[config.mk]
export PLATFORM = sky130hd
export DESIGN_NAME = wildcard_byte_pattern_scan_core
export DESIGN_NICKNAME = d
export VERILOG_FILES = /design/src/rtl/wbps_pkg.sv /design/src/rtl/wbps_cell.sv /design/src/rtl/wildcard_byte_pattern_scan_core.sv
export VERILOG_INCLUDE_DIRS = /design/src /design/src/rtl
export SDC_FILE = /design/constraint.sdc
export NUM_CORES = 1
export LEC_CHECK = 0
export BUFFER_PORTS_ARGS = -buffer_cell sky130_fd_sc_hd__buf_2
export CAP_MARGIN = 40
export CELL_PAD_IN_SITES_DETAIL_PLACEMENT = 0
export CELL_PAD_IN_SITES_GLOBAL_PLACEMENT = 1
export CORE_MARGIN = 5
export CORE_UTILIZATION = 30
export DETAILED_ROUTE_END_ITERATION = 8
export PLACE_DENSITY = 0.58
export SLEW_MARGIN = 25
export SYNTH_ARGS = -nofsm -noshare
export SYNTH_HDL_FRONTEND = slang
export SYNTH_SLANG_ARGS = --single-unit
[constraint.sdc]
create_clock -name clock -period 16 [get_ports clock]
set_clock_uncertainty 0.2 [all_clocks]
set_input_delay 1.6 -clock clock [delete_from_list [all_inputs] [get_ports clock]]
set_output_delay 1.6 -clock clock [all_outputs]
set_load 0.01 [all_outputs]
[src/rtl/assert_macros.svh]
// Assertion macros used by the core RTL file of the byte pattern scanner.
`ifndef ASSERT_MACROS_SVH
`define ASSERT_MACROS_SVH
`ifndef SYNTHESIS
// Checks a condition at every clock edge outside reset.
`define ASSERT_ALWAYS(label, clk, rst, cond) \
   label: assert property (@(posedge clk) disable iff (rst) (cond)) \
      else $error("assertion failed");
// Checks that a consequent holds in the same cycle as its antecedent.
`define ASSERT_IMPLIES(label, clk, rst, ante, cons) \
   label: assert property (@(posedge clk) disable iff (rst) (ante) |-> (cons)) \
      else $error("assertion failed");
// Checks that a consequent holds in the cycle after its antecedent.
`define ASSERT_NEXT(label, clk, rst, ante, cons) \
   label: assert property (@(posedge clk) disable iff (rst) (ante) |=> (cons)) \
      else $error("assertion failed");
`else
`define ASSERT_ALWAYS(label, clk, rst, cond)
`define ASSERT_IMPLIES(label, clk, rst, ante, cons)
`define ASSERT_NEXT(label, clk, rst, ante, cons)
`endif
`endif

[src/rtl/wbps_pkg.sv]
// Types and constants of the wildcard byte pattern scanner.
`timescale 1ns / 1ps
package wbps_pkg;

   // Fixed field widths.
   localparam int unsigned ADDR_WIDTH  = 48;
   localparam int unsigned COUNT_WIDTH = 32;
   localparam int unsigned LEN_WIDTH   = 5;
   localparam int unsigned CSR_IDX_W   = 3;
   localparam int unsigned PAT_BYTES   = 16;

   // Register indexes of the configuration port.
   localparam logic [CSR_IDX_W-1:0] CSR_PATTERN_LOW  = 3'd0;
   localparam logic [CSR_IDX_W-1:0] CSR_PATTERN_HIGH = 3'd1;
   localparam logic [CSR_IDX_W-1:0] CSR_WILDCARD     = 3'd2;
   localparam logic [CSR_IDX_W-1:0] CSR_LENGTH       = 3'd3;
   localparam logic [CSR_IDX_W-1:0] CSR_BASE         = 3'd4;

   // Compare setup handed to one window cell.
   typedef struct packed {
      logic [7:0] pat_byte;
      logic       care;
   } wbps_tap_type;

endpackage

[src/rtl/wbps_cell.sv]
// One window cell: holds one byte of the shift line and compares the byte moving in.
`timescale 1ns / 1ps
module wbps_cell
   import wbps_pkg::*;
(
   input  logic         clock,
   input  logic         shift_en,
   input  logic [7:0]   byte_in,
   input  wbps_tap_type tap,
   output logic [7:0]   byte_out,
   output logic         hit
);

   logic [7:0] byte_ff;
   logic [7:0] byte_in_mux;

   // The byte moves one cell further on every accepted beat.
   assign byte_in_mux = shift_en ? byte_in : byte_ff;

   always_ff @(posedge clock) begin
      byte_ff <= byte_in_mux;
   end

   // The compare looks at the byte this cell holds after the shift.
   assign hit      = !tap.care || (byte_in == tap.pat_byte);
   assign byte_out = byte_ff;

endmodule

[src/rtl/wildcard_byte_pattern_scan_core.sv]
// Top level of the wildcard byte pattern scanner.
//
// Bytes of a memory region arrive on the req_ channel, one per beat, with
// req_tlast on the final byte. A row of PATTERN_MAX cells shifts the bytes
// along, and each cell compares its byte to the pattern byte aligned to it,
// so the whole pattern is checked on every beat. The first match is kept.
// On the last byte one result beat leaves on the rsp_ channel: rsp_tuser is
// the found flag and rsp_tdata the match address (region base plus offset,
// wrapping at 48 bits, zero when nothing was found).
// A byte is taken every cycle unless stalled; the result appears in the cycle
// after the last byte is accepted, held in an output register. While that
// register holds a result that the receiver has not taken, req_tready stays
// low; when the receiver takes it in the same cycle, a new byte is accepted
// as well. Registers are written through the csr_ channel, which is always
// ready; write them only while no region is in flight (the block does not
// enforce it). Reset clears the byte counter, the match flag and offset, the
// result valid flag and all registers (pattern length resets to one).
`timescale 1ns / 1ps
`include "assert_macros.svh"
module wildcard_byte_pattern_scan_core
   import wbps_pkg::*;
#(
   parameter int unsigned PATTERN_MAX = 16
)
(
   input  logic                  clock,
   input  logic                  reset,
   // Input beats.
   input  logic                  req_tvalid,
   output logic                  req_tready,
   input  logic [7:0]            req_tdata,   // [7:0] data_byte
   input  logic                  req_tlast,   // last_byte
   // Result beats.
   output logic                  rsp_tvalid,
   input  logic                  rsp_tready,
   output logic [ADDR_WIDTH-1:0] rsp_tdata,   // [47:0] match_address
   output logic                  rsp_tuser,   // [0] found
   // Register writes.
   input  logic                  csr_valid,
   output logic                  csr_ready,
   input  logic [CSR_IDX_W-1:0]  csr_index,
   input  logic [63:0]           csr_data
);

   localparam logic [LEN_WIDTH-1:0] LEN_MAX = LEN_WIDTH'(PATTERN_MAX);

   // Configuration registers.
   logic [63:0]            pat_low_ff, pat_low_in;
   logic [63:0]            pat_high_ff, pat_high_in;
   logic [PAT_BYTES-1:0]   wild_ff, wild_in;
   logic [LEN_WIDTH-1:0]   length_ff, length_in;
   logic [ADDR_WIDTH-1:0]  base_ff, base_in;

   // Scan state.
   logic [COUNT_WIDTH-1:0] seen_ff, seen_in;
   logic                   latched_ff, latched_in;
   logic [COUNT_WIDTH-1:0] offset_ff, offset_in;

   // Output register.
   logic                   rsp_valid_ff, rsp_valid_in;
   logic                   rsp_found_ff, rsp_found_in;
   logic [ADDR_WIDTH-1:0]  rsp_addr_ff, rsp_addr_in;

   logic                   req_accept;
   logic                   csr_write;
   logic [LEN_WIDTH-1:0]   used_len;
   logic [LEN_WIDTH-1:0]   len_m1;
   logic [127:0]           pat_all;
   logic [7:0]             pat_byte [PAT_BYTES];
   wbps_tap_type           taps [PATTERN_MAX];
   logic [7:0]             chain [PATTERN_MAX+1];
   logic [PATTERN_MAX-1:0] hits;
   logic                   match_now;
   logic [COUNT_WIDTH-1:0] offset_now;
   logic [COUNT_WIDTH-1:0] offset_sel;
   logic                   found_sel;
   logic [ADDR_WIDTH-1:0]  addr_sel;

   assign csr_ready  = 1'b1;
   assign csr_write  = csr_valid && csr_ready;
   assign req_tready = !rsp_valid_ff || rsp_tready;
   assign req_accept = req_tvalid && req_tready;

   // Register writes; an index beyond the list is ignored.
   always_comb begin
      pat_low_in  = pat_low_ff;
      pat_high_in = pat_high_ff;
      wild_in     = wild_ff;
      length_in   = length_ff;
      base_in     = base_ff;
      if (csr_write) begin
         unique case (csr_index)
            CSR_PATTERN_LOW:  pat_low_in  = csr_data;
            CSR_PATTERN_HIGH: pat_high_in = csr_data;
            CSR_WILDCARD:     wild_in     = csr_data[PAT_BYTES-1:0];
            CSR_LENGTH:       length_in   = csr_data[LEN_WIDTH-1:0];
            CSR_BASE:         base_in     = csr_data[ADDR_WIDTH-1:0];
            default: ;
         endcase
      end
   end

   // Length in use: zero counts as one, and it saturates at the window depth.
   always_comb begin
      if (length_ff == '0) begin
         used_len = LEN_WIDTH'(1);
      end else if (length_ff > LEN_MAX) begin
         used_len = LEN_MAX;
      end else begin
         used_len = length_ff;
      end
   end
   assign len_m1  = used_len - LEN_WIDTH'(1);
   assign pat_all = {pat_high_ff, pat_low_ff};

   for (genvar j = 0; j < PAT_BYTES; j++) begin : g_pat
      assign pat_byte[j] = pat_all[8*j +: 8];
   end

   // Cell k holds the byte from k beats ago and faces pattern byte len-1-k.
   assign chain[0] = req_tdata;
   for (genvar k = 0; k < PATTERN_MAX; k++) begin : g_cell
      logic [LEN_WIDTH-1:0] tap_idx;
      assign tap_idx = len_m1 - LEN_WIDTH'(k);

      always_comb begin
         taps[k].pat_byte = pat_byte[tap_idx[3:0]];
         taps[k].care     = (LEN_WIDTH'(k) < used_len) && !wild_ff[tap_idx[3:0]];
      end

      wbps_cell u_cell (
         .clock    (clock),
         .shift_en (req_accept),
         .byte_in  (chain[k]),
         .tap      (taps[k]),
         .byte_out (chain[k+1]),
         .hit      (hits[k])
      );
   end

   // First match detection; the window is complete once len-1 bytes preceded.
   assign match_now  = !latched_ff && (seen_ff >= COUNT_WIDTH'(len_m1)) && (&hits);
   assign offset_now = seen_ff - COUNT_WIDTH'(len_m1);
   assign offset_sel = match_now ? offset_now : offset_ff;
   assign found_sel  = latched_ff || match_now;
   assign addr_sel   = base_ff + ADDR_WIDTH'(offset_sel);

   // Scan state update per beat; the last byte clears it for the next region.
   always_comb begin
      seen_in    = seen_ff;
      latched_in = latched_ff;
      offset_in  = offset_ff;
      if (req_accept) begin
         if (req_tlast) begin
            seen_in    = '0;
            latched_in = 1'b0;
            offset_in  = '0;
         end else begin
            if (seen_ff != '1) begin
               seen_in = seen_ff + COUNT_WIDTH'(1);
            end
            latched_in = found_sel;
            offset_in  = offset_sel;
         end
      end
   end

   // Output register, loaded by the last byte and freed when taken.
   always_comb begin
      rsp_valid_in = rsp_valid_ff;
      rsp_found_in = rsp_found_ff;
      rsp_addr_in  = rsp_addr_ff;
      if (req_accept && req_tlast) begin
         rsp_valid_in = 1'b1;
         rsp_found_in = found_sel;
         rsp_addr_in  = found_sel ? addr_sel : '0;
      end else if (rsp_tready) begin
         rsp_valid_in = 1'b0;
      end
   end

   always_ff @(posedge clock) begin
      if (reset) begin
         pat_low_ff   <= '0;
         pat_high_ff  <= '0;
         wild_ff      <= '0;
         length_ff    <= LEN_WIDTH'(1);
         base_ff      <= '0;
         seen_ff      <= '0;
         latched_ff   <= 1'b0;
         offset_ff    <= '0;
         rsp_valid_ff <= 1'b0;
      end else begin
         pat_low_ff   <= pat_low_in;
         pat_high_ff  <= pat_high_in;
         wild_ff      <= wild_in;
         length_ff    <= length_in;
         base_ff      <= base_in;
         seen_ff      <= seen_in;
         latched_ff   <= latched_in;
         offset_ff    <= offset_in;
         rsp_valid_ff <= rsp_valid_in;
      end
   end

   always_ff @(posedge clock) begin
      rsp_found_ff <= rsp_found_in;
      rsp_addr_ff  <= rsp_addr_in;
   end

   assign rsp_tvalid = rsp_valid_ff;
   assign rsp_tuser  = rsp_found_ff;
   assign rsp_tdata  = rsp_addr_ff;

   // Checks on the scan and output logic.
   `ASSERT_IMPLIES(a_stall_blocks_input, clock, reset, rsp_valid_ff && !rsp_tready, !req_tready)
   `ASSERT_IMPLIES(a_not_found_zero, clock, reset, rsp_valid_ff && !rsp_found_ff, rsp_addr_ff == '0)
   `ASSERT_NEXT(a_last_clears, clock, reset, req_accept && req_tlast, rsp_valid_ff && seen_ff == '0 && !latched_ff)
   `ASSERT_IMPLIES(a_latch_needs_bytes, clock, reset, latched_ff, seen_ff != '0)

endmodule

* After elaboration in Yosys (flattened, before gate mapping) *
Cells that the tools add are included.

word-level totals
  logic and storage cells = 304
  output and inout bits = 52
  input port bits = 81
  flip-flop bits (word level) = 432

operators by class
  reduce and logical (&&, ||, !) cells = 83
  bitwise gates (word level) = 16
  magnitude comparators = 50
  muxes and demuxes = 89
  equality and inequality tests = 21
  add/sub/neg operators = 19

operators by type and width
  kind                                                                          count
  8-bit binary-select mux with 4-bit select                                     16
  8-bit 2-to-1 mux                                                              32
  8-bit equality test                                                           16
  32-bit 2-to-1 mux                                                             4
  5-bit >= comparator, second input constant                                    16
  4-bit by 5-bit less-than comparator with 1-bit output, second input constant  16
  4-bit NOT with 5-bit output                                                   16
  1-bit binary-select mux with 4-bit select                                     16
  48-bit by 32-bit adder with 48-bit output                                     1
  4-bit by 5-bit less-than comparator with 1-bit output, first input constant   8
  1-bit logical NOT                                                             34
  32-bit by 1-bit adder with 32-bit output, second input constant               1
  32-bit by 5-bit >= comparator with 1-bit output                               1
  32-bit != test, second input constant                                         1
  32-bit by 5-bit subtractor with 32-bit output                                 1
  4-bit subtractor, second input constant                                       8
  1-bit logical AND                                                             20
  3-bit by 5-bit less-than comparator with 1-bit output, first input constant   4
  1-bit 2-to-1 mux                                                              19
  1-bit logical OR                                                              18
  16-bit AND reduction                                                          1
  4-bit by 3-bit subtractor with 4-bit output, second input constant            4
  2-bit AND reduction                                                           6
  1-bit by 5-bit less-than comparator with 1-bit output, first input constant   2
  other kinds (12)                                                              17

* Depth between registers and ports, before layout *
Gate-level depths: netlist of run 1.

  depth in word-level cells = 15
  depth in mapped cells = 41
  mapped depth without buffers = 31

* By module *
A second synthesis of run 1 with hierarchy kept.

unflattened totals
  cell total of the unflattened synthesis = 3043
  area, all modules = 26664.3 um^2

by module, submodules not included
  module                           cells each  area each (um^2)  instances
  wildcard_byte_pattern_scan_core  2739        21419.3           1
  wbps_cell                        19          327.8             16

* Least setup slack after synthesis of run 1 *
OpenSTA, ideal clock, no wires.

  kind = reg2reg
  start = register length_ff[1]
  end = register rsp_addr_ff[32] (netlist: rsp_tdata[32]) (data pin)
  stages on the path, launching flop included = 39
  path slack = 6.959 ns
  clock period less this slack = 9.041 ns
  data required time = 15.654 ns
  arrival time = 8.695 ns
  path buffers = 8
  cells stage by stage = dfxtp_1 or4_4 nand2_8 inv_6 buf_8 buf_8 clkbuf_1 ha_1 xnor2_2 inv_2 buf_2 buf_2 ha_1 buf_1 clkbuf_1 mux2i_1 mux2i_1 xor2_1 (+3 left out) nand4_1 nor2_4 buf_2 o21ai_1 ha_1 fa_1 a21o_1 a21oi_1 o21bai_1 a21o_1 a2111o_1 a2111o_1 nand3_1 a31oi_1 o221ai_1 a21boi_0 or3_1 a21oi_1

on the way
  word-level cells in the longest chain between the ends = 15
  elaborated cells on any way between the ends = 220

ends and longest elaborated chain
  element                                                                                                                line                                                                            text
  from (decl)                                                                                                            wildcard_byte_pattern_scan_core.sv:51                                           logic [LEN_WIDTH-1:0] length_ff, length_in;
  from (signal assigned)                                                                                                 wildcard_byte_pattern_scan_core.sv:197                                          length_ff <= length_in;
  5-bit > comparator                                                                                                     wildcard_byte_pattern_scan_core.sv:107                                          end else if (length_ff > LEN_MAX) begin
  5-bit 2-to-1 mux                                                                                                       wildcard_byte_pattern_scan_core.sv:107
  5-bit 2-to-1 mux (*)                                                                                                   wildcard_byte_pattern_scan_core.sv:105                                          if (length_ff == '0) begin
  5-bit by 1-bit subtractor with 5-bit output                                                                            wildcard_byte_pattern_scan_core.sv:113                                          assign len_m1 = used_len - LEN_WIDTH'(1);
  4-bit by 1-bit subtractor with 4-bit output, or another cell as far along                                              wildcard_byte_pattern_scan_core.sv:124                                          assign tap_idx = len_m1 - LEN_WIDTH'(k);
  4-bit NOT with 5-bit output (implied by the code) / 1-bit binary-select mux with 4-bit select (equally long branches)  wildcard_byte_pattern_scan_core.sv:127, wildcard_byte_pattern_scan_core.sv:128
  8-bit binary-select mux with 4-bit select / 1-bit 2-to-1 mux (equally long branches)                                   wildcard_byte_pattern_scan_core.sv:127, wildcard_byte_pattern_scan_core.sv:128
  8-bit 2-to-1 mux (implied by the code) / 1-bit logical NOT (equally long branches)                                     wildcard_byte_pattern_scan_core.sv:127, wildcard_byte_pattern_scan_core.sv:128
  8-bit 2-to-1 mux (implied by the code) / 1-bit logical AND (equally long branches)                                     wildcard_byte_pattern_scan_core.sv:127, wildcard_byte_pattern_scan_core.sv:128
  8-bit equality test / 1-bit logical NOT (equally long branches)                                                        wbps_cell.sv:25                                                                 assign hit = !tap.care || (byte_in == tap.pat_byte);
  1-bit logical OR                                                                                                       wbps_cell.sv:25
  16-bit AND reduction                                                                                                   wildcard_byte_pattern_scan_core.sv:142                                          assign match_now = !latched_ff && (seen_ff >= COUNT_WIDTH'(len_m1)) && (&hits);
  1-bit logical AND                                                                                                      wildcard_byte_pattern_scan_core.sv:142
  32-bit 2-to-1 mux                                                                                                      wildcard_byte_pattern_scan_core.sv:144                                          assign offset_sel = match_now ? offset_now : offset_ff;
  48-bit by 32-bit adder with 48-bit output                                                                              wildcard_byte_pattern_scan_core.sv:146                                          assign addr_sel = base_ff + ADDR_WIDTH'(offset_sel);
  to (signal assigned)                                                                                                   wildcard_byte_pattern_scan_core.sv:208                                          rsp_addr_ff <= rsp_addr_in;
  to (decl)                                                                                                              wildcard_byte_pattern_scan_core.sv:62                                           logic [ADDR_WIDTH-1:0] rsp_addr_ff, rsp_addr_in;

Mark *: on every way between the ends. The rest lies on a longest branch, timed or not. The select of a mux whose other input is x is not followed.
A chain may end at the register's enable or synchronous reset.

* Worst setup path after layout of run 1 *
  start = register length_ff[4]
  end = register rsp_addr_ff[36] (netlist: rsp_tdata[36]) (data pin)

Same word-level chain as after synthesis.

==> run metrics, run 1 <==
Final Slew Violations=0; Clk pwr share=43.5%; Util after Layout=34.1%; Detail Route Antenna Nets=0; first-pass GRT wire length=154000 um; Slew HR=42.4%; Crit path buffers/inverters=5; RSZ-0062 raised after global routing=false; DR DRC count=0; fill count=9385; Die Width=315 um; Seq pwr share=44.6%; post-synthesis adder-cell area fraction=2.28%; Peak VDD IR=0.0000768 V; IO buf count=131; Startpoint Class=flip-flop; initial antenna violation count=3; synth warn=0; DR WL/cell=25.8 um; Slew @ Worst Pin=0.865 ns; min-delay worst type=reg2reg; Async S/R FF share, synth=0%; CP max FO=42; # diodes=0; Crit path top cell by count=buf_4; die area=98900 sq um; pin count of the biggest net entering global routing=113; mux cell area share after synthesis=24.5%; PnR Total Power=2.75 mW; Leakage=11.5 nW; Final #Nets=2976; final setup vio count=0; synthesis-to-finish area growth=12.5%; clk_lat worst skew=0.63 ns; sw power=0.776 mW; post-synthesis xor/xnor area fraction=7.08%; CTS buffer count=54; combinational power share=11.9%; Critical Path RT=16.27 ns; outcome=finished clean; power per standard cell area=87.8 nW/um^2; CTS root buffer=clkbuf_16; synthesized area=27800 sq um; sequential area share after synthesis=37.2%; Synth Area in Compound Gates=9.67%; Post-Syn Nets=2936; via/cell ratio=5.50; buffer levels on the longest clock path=3; share of cells above drive strength 1=15.9%; Ports=133; Hold Buf Count CTS=0; Sw Ratio=28.2%; Netlist cell types=84; H-tree depth=2; Initial Util=30.3%; Final Hold Fails=0; first drt pass iteration count=7; number of global-route vias before repair=21683; Worst Path Arrival=10.94 ns; final WL=107000 um; core region area=91800 sq um; overall via count from detail_route=22756; crit end category=flip-flop; Max Cap Viol=0; RD Place Congestion=0.983; Setup TNS=0 ns; clk sinks=432; Slowest-stage cell, CP=buf_4; die height=315 um; total grt overflow=0; post-synthesis area per instance=9.91 sq um; Final min period=10.66 ns; Final HPWL DP=80600 um; CTS-repair resized insts=0; area of the multi-input gates=16400 sq um; starting DRC count in detailed routing=2189; setup bufs post-CTS=0; Yosys reg bits=432; area occupied by registers=10300 sq um; delay-heaviest family, CP=compound AO/OA/AOI/OAI gates; Post-synth EDFFs=169; Main synth FF type=dfxtp_1; period utilization=66.6%; CTS tree=built; maximum clock frequency=93.8 MHz; largest family of logic cells by synthesized area=multiplexers; Synth Instances=2808; Pint=1.97 mW; Crit Path Category=reg2reg; Clock transition at path regs=0.06 ns; Post-Synth Simple-Gate Area=15.2%; GR Util All Layers=20.8%; CP max stage delay=0.69 ns; Rows=111
-- layer usage --
metal  part of all wire [%]  vias to the layer above  track usage (%)  routed length [um]
li1                       -                    10328                -                   -
met1                     46                    11456             30.6               49500
met2                     45                      856             32.4               47800
met3                    6.3                      116             2.84                6670
met4                    2.4                        0             4.85                2590
met5                      0                        -                0                   0
-- through the flow --
stage	hold WS (ns)	worst slack [ns]	instance area (sq um)	cells
2_1_floorplan	0.241	6.96	27800	2808
3_3_place_gp	0.251	4.87	29400	4023
3_5_place_dp	0.255	4.87	29500	4028
4_1_cts	0.263	4.85	31200	4128
5_1_grt	0.280	4.79	31300	4135
6_report	0.263	5.34	31300	4135
-- layout make-up --
cell class | count | area share, %
Multi-Input combinational cell | 2135 | 52.4
Tap cell | 1243 | 4.97
Clock inverter | 29 | 0.655
Clock buffer | 71 | 4.78
Sequential cell | 432 | 33.0
Timing Repair Buffer | 178 | 3.61
Inverter | 47 | 0.595
-- power by group through the flow --
stage               Sequential [mW]  Combinational (mW)  Clock, mW
floorplan                      1.23               0.204          0
global placement               1.25               0.319          0
detailed placement             1.25               0.322          0
CTS                            1.23               0.323       1.22
global route                   1.23               0.346       1.27
finish                         1.23               0.328       1.19
-- path summary, 6_finish.rpt --
kind	from	end	slack [ns]	depth (start not counted)
worst min register to register	base_ff[12]	base_ff[12]	0.26	2
worst min-delay path	base_ff[12]	base_ff[12]	0.26	2
worst max register to register	length_ff[4]	rsp_tdata[36]	5.34	30
worst max-delay path	length_ff[4]	rsp_tdata[36]	5.34	30
-- worst register-to-register path, delay by kind of cell, from the launching register on --
family          cells  cell delay (ns)
flops               1             0.46
simple gates        5             1.19
fa+ha+maj           2             0.74
xor+xnor            2             0.44
mux                 2             0.77
compound gates     14             4.43
buf+inv             5             2.28
-- cells in the mapped netlist (all sizes together) (16+ instances only) --
cell / n / area share [%]
nand3: 38 / 0.68
inv: 47 / 0.65
nor2b: 17 / 0.38
edfxtp: 169 / 18
clkbuf: 124 / 1.7
dfxtp: 263 / 19
nand3b: 18 / 0.49
nor4: 25 / 0.66
mux4: 139 / 11
nand2b: 30 / 0.67
a21oi: 265 / 4.8
nor2: 110 / 1.5
xor2: 97 / 3.1
mux2: 41 / 1.7
buf: 70 / 1.8
nor3b: 24 / 0.65
a31oi: 16 / 0.41
mux2i: 321 / 12
or3: 16 / 0.36
o21ai: 52 / 0.94
nand4: 45 / 1.0
a21o: 17 / 0.46
nand2: 494 / 6.7
and3: 19 / 0.43
ha: 45 / 2.0
xnor2: 124 / 4.0
nor3: 51 / 0.92
-- cell usage in the layout, fill, tap and decap left out, drive strengths merged, types with 30 or more instances in the layout --
cell type	Yosys	layout
edfxtp	169	169
ha	45	45
mux2	41	41
mux4	139	139
buf	70	177
nand4	45	45
mux2i	321	321
nand2b	30	30
nor2	110	110
nor3	51	51
o21ai	52	52
dfxtp	263	263
xor2	97	97
inv	47	52
a21oi	265	265
xnor2	124	124
nand2	494	494
nand3	38	38
clkbuf	124	72
-- flip-flops by register name, indices dropped and copies added, names as in the netlist, 16 cells and up --
name,count
rsp_tdata,48
wild_ff,16
seen_ff,32
pat_low_ff,64
offset_ff,32
pat_high_ff,64
g_cell.u_cell.byte_out,120
base_ff,48
-- cell families (layout without fill, tap and decap cells) --
group,count (synthesis),after routing
AND/OR/NAND/NOR,911,911
multiplexers,501,501
AO/OA/AOI/OAI,451,451
flip-flops,432,432
buffers and inverters,241,325
XOR/XNOR,221,221
adder cells (fa/ha/maj),50,50
other,1,1
(Power assumes the default switching activity.)
==> inputs of run 2 (changes only) <==
==> constraint.sdc (replaced) <==
create_clock -name clock -period 10.7 [get_ports clock]
set_clock_uncertainty 0.2 [all_clocks]
set_input_delay 1.07 -clock clock [delete_from_list [all_inputs] [get_ports clock]]
set_output_delay 1.07 -clock clock [all_outputs]
set_load 0.01 [all_outputs]
==> run metrics, run 2 (synthesis gave the netlist of run 1 again) <==
outcome=finished clean; Max Cap Viol=0; Rows=111; Slowest-stage cell, CP=mux2i_1; first drt pass iteration count=6; clk sinks=432; final setup vio count=0; maximum clock frequency=98.6 MHz; setup bufs post-CTS=0; met3 GRT Util=3.50%; pin count of the biggest net entering global routing=109; via/cell ratio=5.53; CP max FO=26; Worst Path Arrival=10.40 ns; Final #Nets=2984; Setup TNS=0 ns; most frequent cells in the layout=491 x nand2_1, 321 x mux2i_1, 263 x a21oi_1, 263 x dfxtp_1, 169 x edfxtp_1; buffer levels on the longest clock path=3; GR Util met1=29.8%; Die Width=315 um; core region area=91800 sq um; synthesis-to-finish area growth=13.1%; Initial Util=30.3%; total grt overflow=0; Slew HR=44.3%; sw power=1.16 mW; power per standard cell area=132 nW/um^2; starting DRC count in detailed routing=2258; die area=98900 sq um; DR DRC count=0; Place WS=0.712 ns; GR Layer Usage met2=32.6%; H-tree depth=2; Hold Buf Count CTS=0; RSZ-0062 raised after global routing=false; Final Slew Violations=0; Clk pwr share=44.1%; min-delay worst type=reg2reg; final WL=107000 um; combinational power share=11.8%; initial antenna violation count=1; Startpoint Class=flip-flop; number of global-route vias before repair=21855; crit end category=flip-flop; CTS tree=built; Final Hold Fails=0; CTS buffer count=51; Final min period=10.14 ns; Ports=133; Detail Route Antenna Nets=0; Crit Path Category=reg2reg; DR WL/cell=25.9 um; CTS-repair resized insts=0; fill count=9293; period utilization=94.8%; commonest non-fill, non-tap cell in the layout=nand2_1; Final HPWL DP=81100 um; CP max stage delay=0.66 ns; share of cells above drive strength 1=16.0%; CTS root buffer=clkbuf_16; RD Place Congestion=0.993; die height=315 um; clk_lat worst skew=0.64 ns; Seq pwr share=44.1%; Sw Ratio=27.9%; PnR Total Power=4.15 mW; Clock transition at path regs=0.06 ns; min setup slack post-route=0.556 ns; Peak VDD IR=0.000102 V; IO buf count=131; Pint=2.99 mW; Slew @ Worst Pin=0.826 ns; first-pass GRT wire length=154000 um; number of flip-flops in the largest register=120; Leakage=11.6 nW; GR Util All Layers=20.8%; gr busiest metal=met2; overall via count from detail_route=22896; Critical Path RT=10.95 ns
==> run 2: cell count changes in the layout (fill, tap and decap cells not counted), sizes merged <==
| cell | change |
|---|---|
| clkinv | -6 |
| clkbuf | +1 |
| clkdlybuf4s18 | +1 |
| inv | -2 |
| diode | +2 |
| bufinv | +2 |
| buf | +10 |
| clkinvlp | +1 |
==> run 2: power groups by stage <==
| stage | clock network (mW) | logic [mW] | registers, mW |
|---|---|---|---|
| finish | 1.83 | 0.490 | 1.83 |
| global route | 1.93 | 0.518 | 1.83 |
| CTS | 1.87 | 0.487 | 1.83 |
| detailed placement | 0 | 0.485 | 1.86 |
| global placement | 0 | 0.477 | 1.86 |
| floorplan | 0 | 0.305 | 1.84 |
==> run 2: stage by stage <==
stage	hold slack, ns	area, sq um	util (%)	cells
2_1_floorplan	0.241	27800	-	2808
3_3_place_gp	0.247	29500	32.1	4036
3_5_place_dp	0.256	29700	32.4	4045
5_1_grt	0.275	31500	34.3	4142
4_1_cts	0.264	31400	34.2	4141
6_report	0.261	31500	34.3	4144
==> run 2: worst max-delay path, delay by kind of cell, from the launching register on <==
| kind | cells | cell delay [ns] |
|---|---|---|
| AO/OA/AOI/OAI | 17 | 4.95 |
| flip-flops | 1 | 0.34 |
| XOR/XNOR | 1 | 0.16 |
| adder cells (fa/ha/maj) | 2 | 0.88 |
| multiplexers | 1 | 0.66 |
| buffers and inverters | 3 | 1.15 |
| AND/OR/NAND/NOR | 5 | 1.61 |
==> run 2: final timing paths <==
check / start / to / slack [ns] / depth (start not counted)
worst min register to register: base_ff[0] / base_ff[0] / 0.26 / 2
worst min-delay path: base_ff[0] / base_ff[0] / 0.26 / 2
worst max-delay path: length_ff[4] / rsp_tdata[36] / 0.56 / 29
worst max register to register: length_ff[4] / rsp_tdata[36] / 0.56 / 29
==> run 2: final cells by class <==
class	count	area, sq um	area share (%)
flip-flops and latches	432	10300	32.9
clock buffers	72	1500	4.76
well taps	1243	1560	4.94
multi-input cells	2135	16400	52.1
diodes	2	5.00	0.0159
clock inverters	24	238	0.755
inverters	47	186	0.592
repair buffers	189	1240	3.95
==> run 2: metal layers <==
layer | vias up | routed length [um]
met5 | - | 0
met1 | 11474 | 48400
li1 | 10343 | -
met3 | 132 | 7620
met2 | 947 | 47900
met4 | 0 | 3330
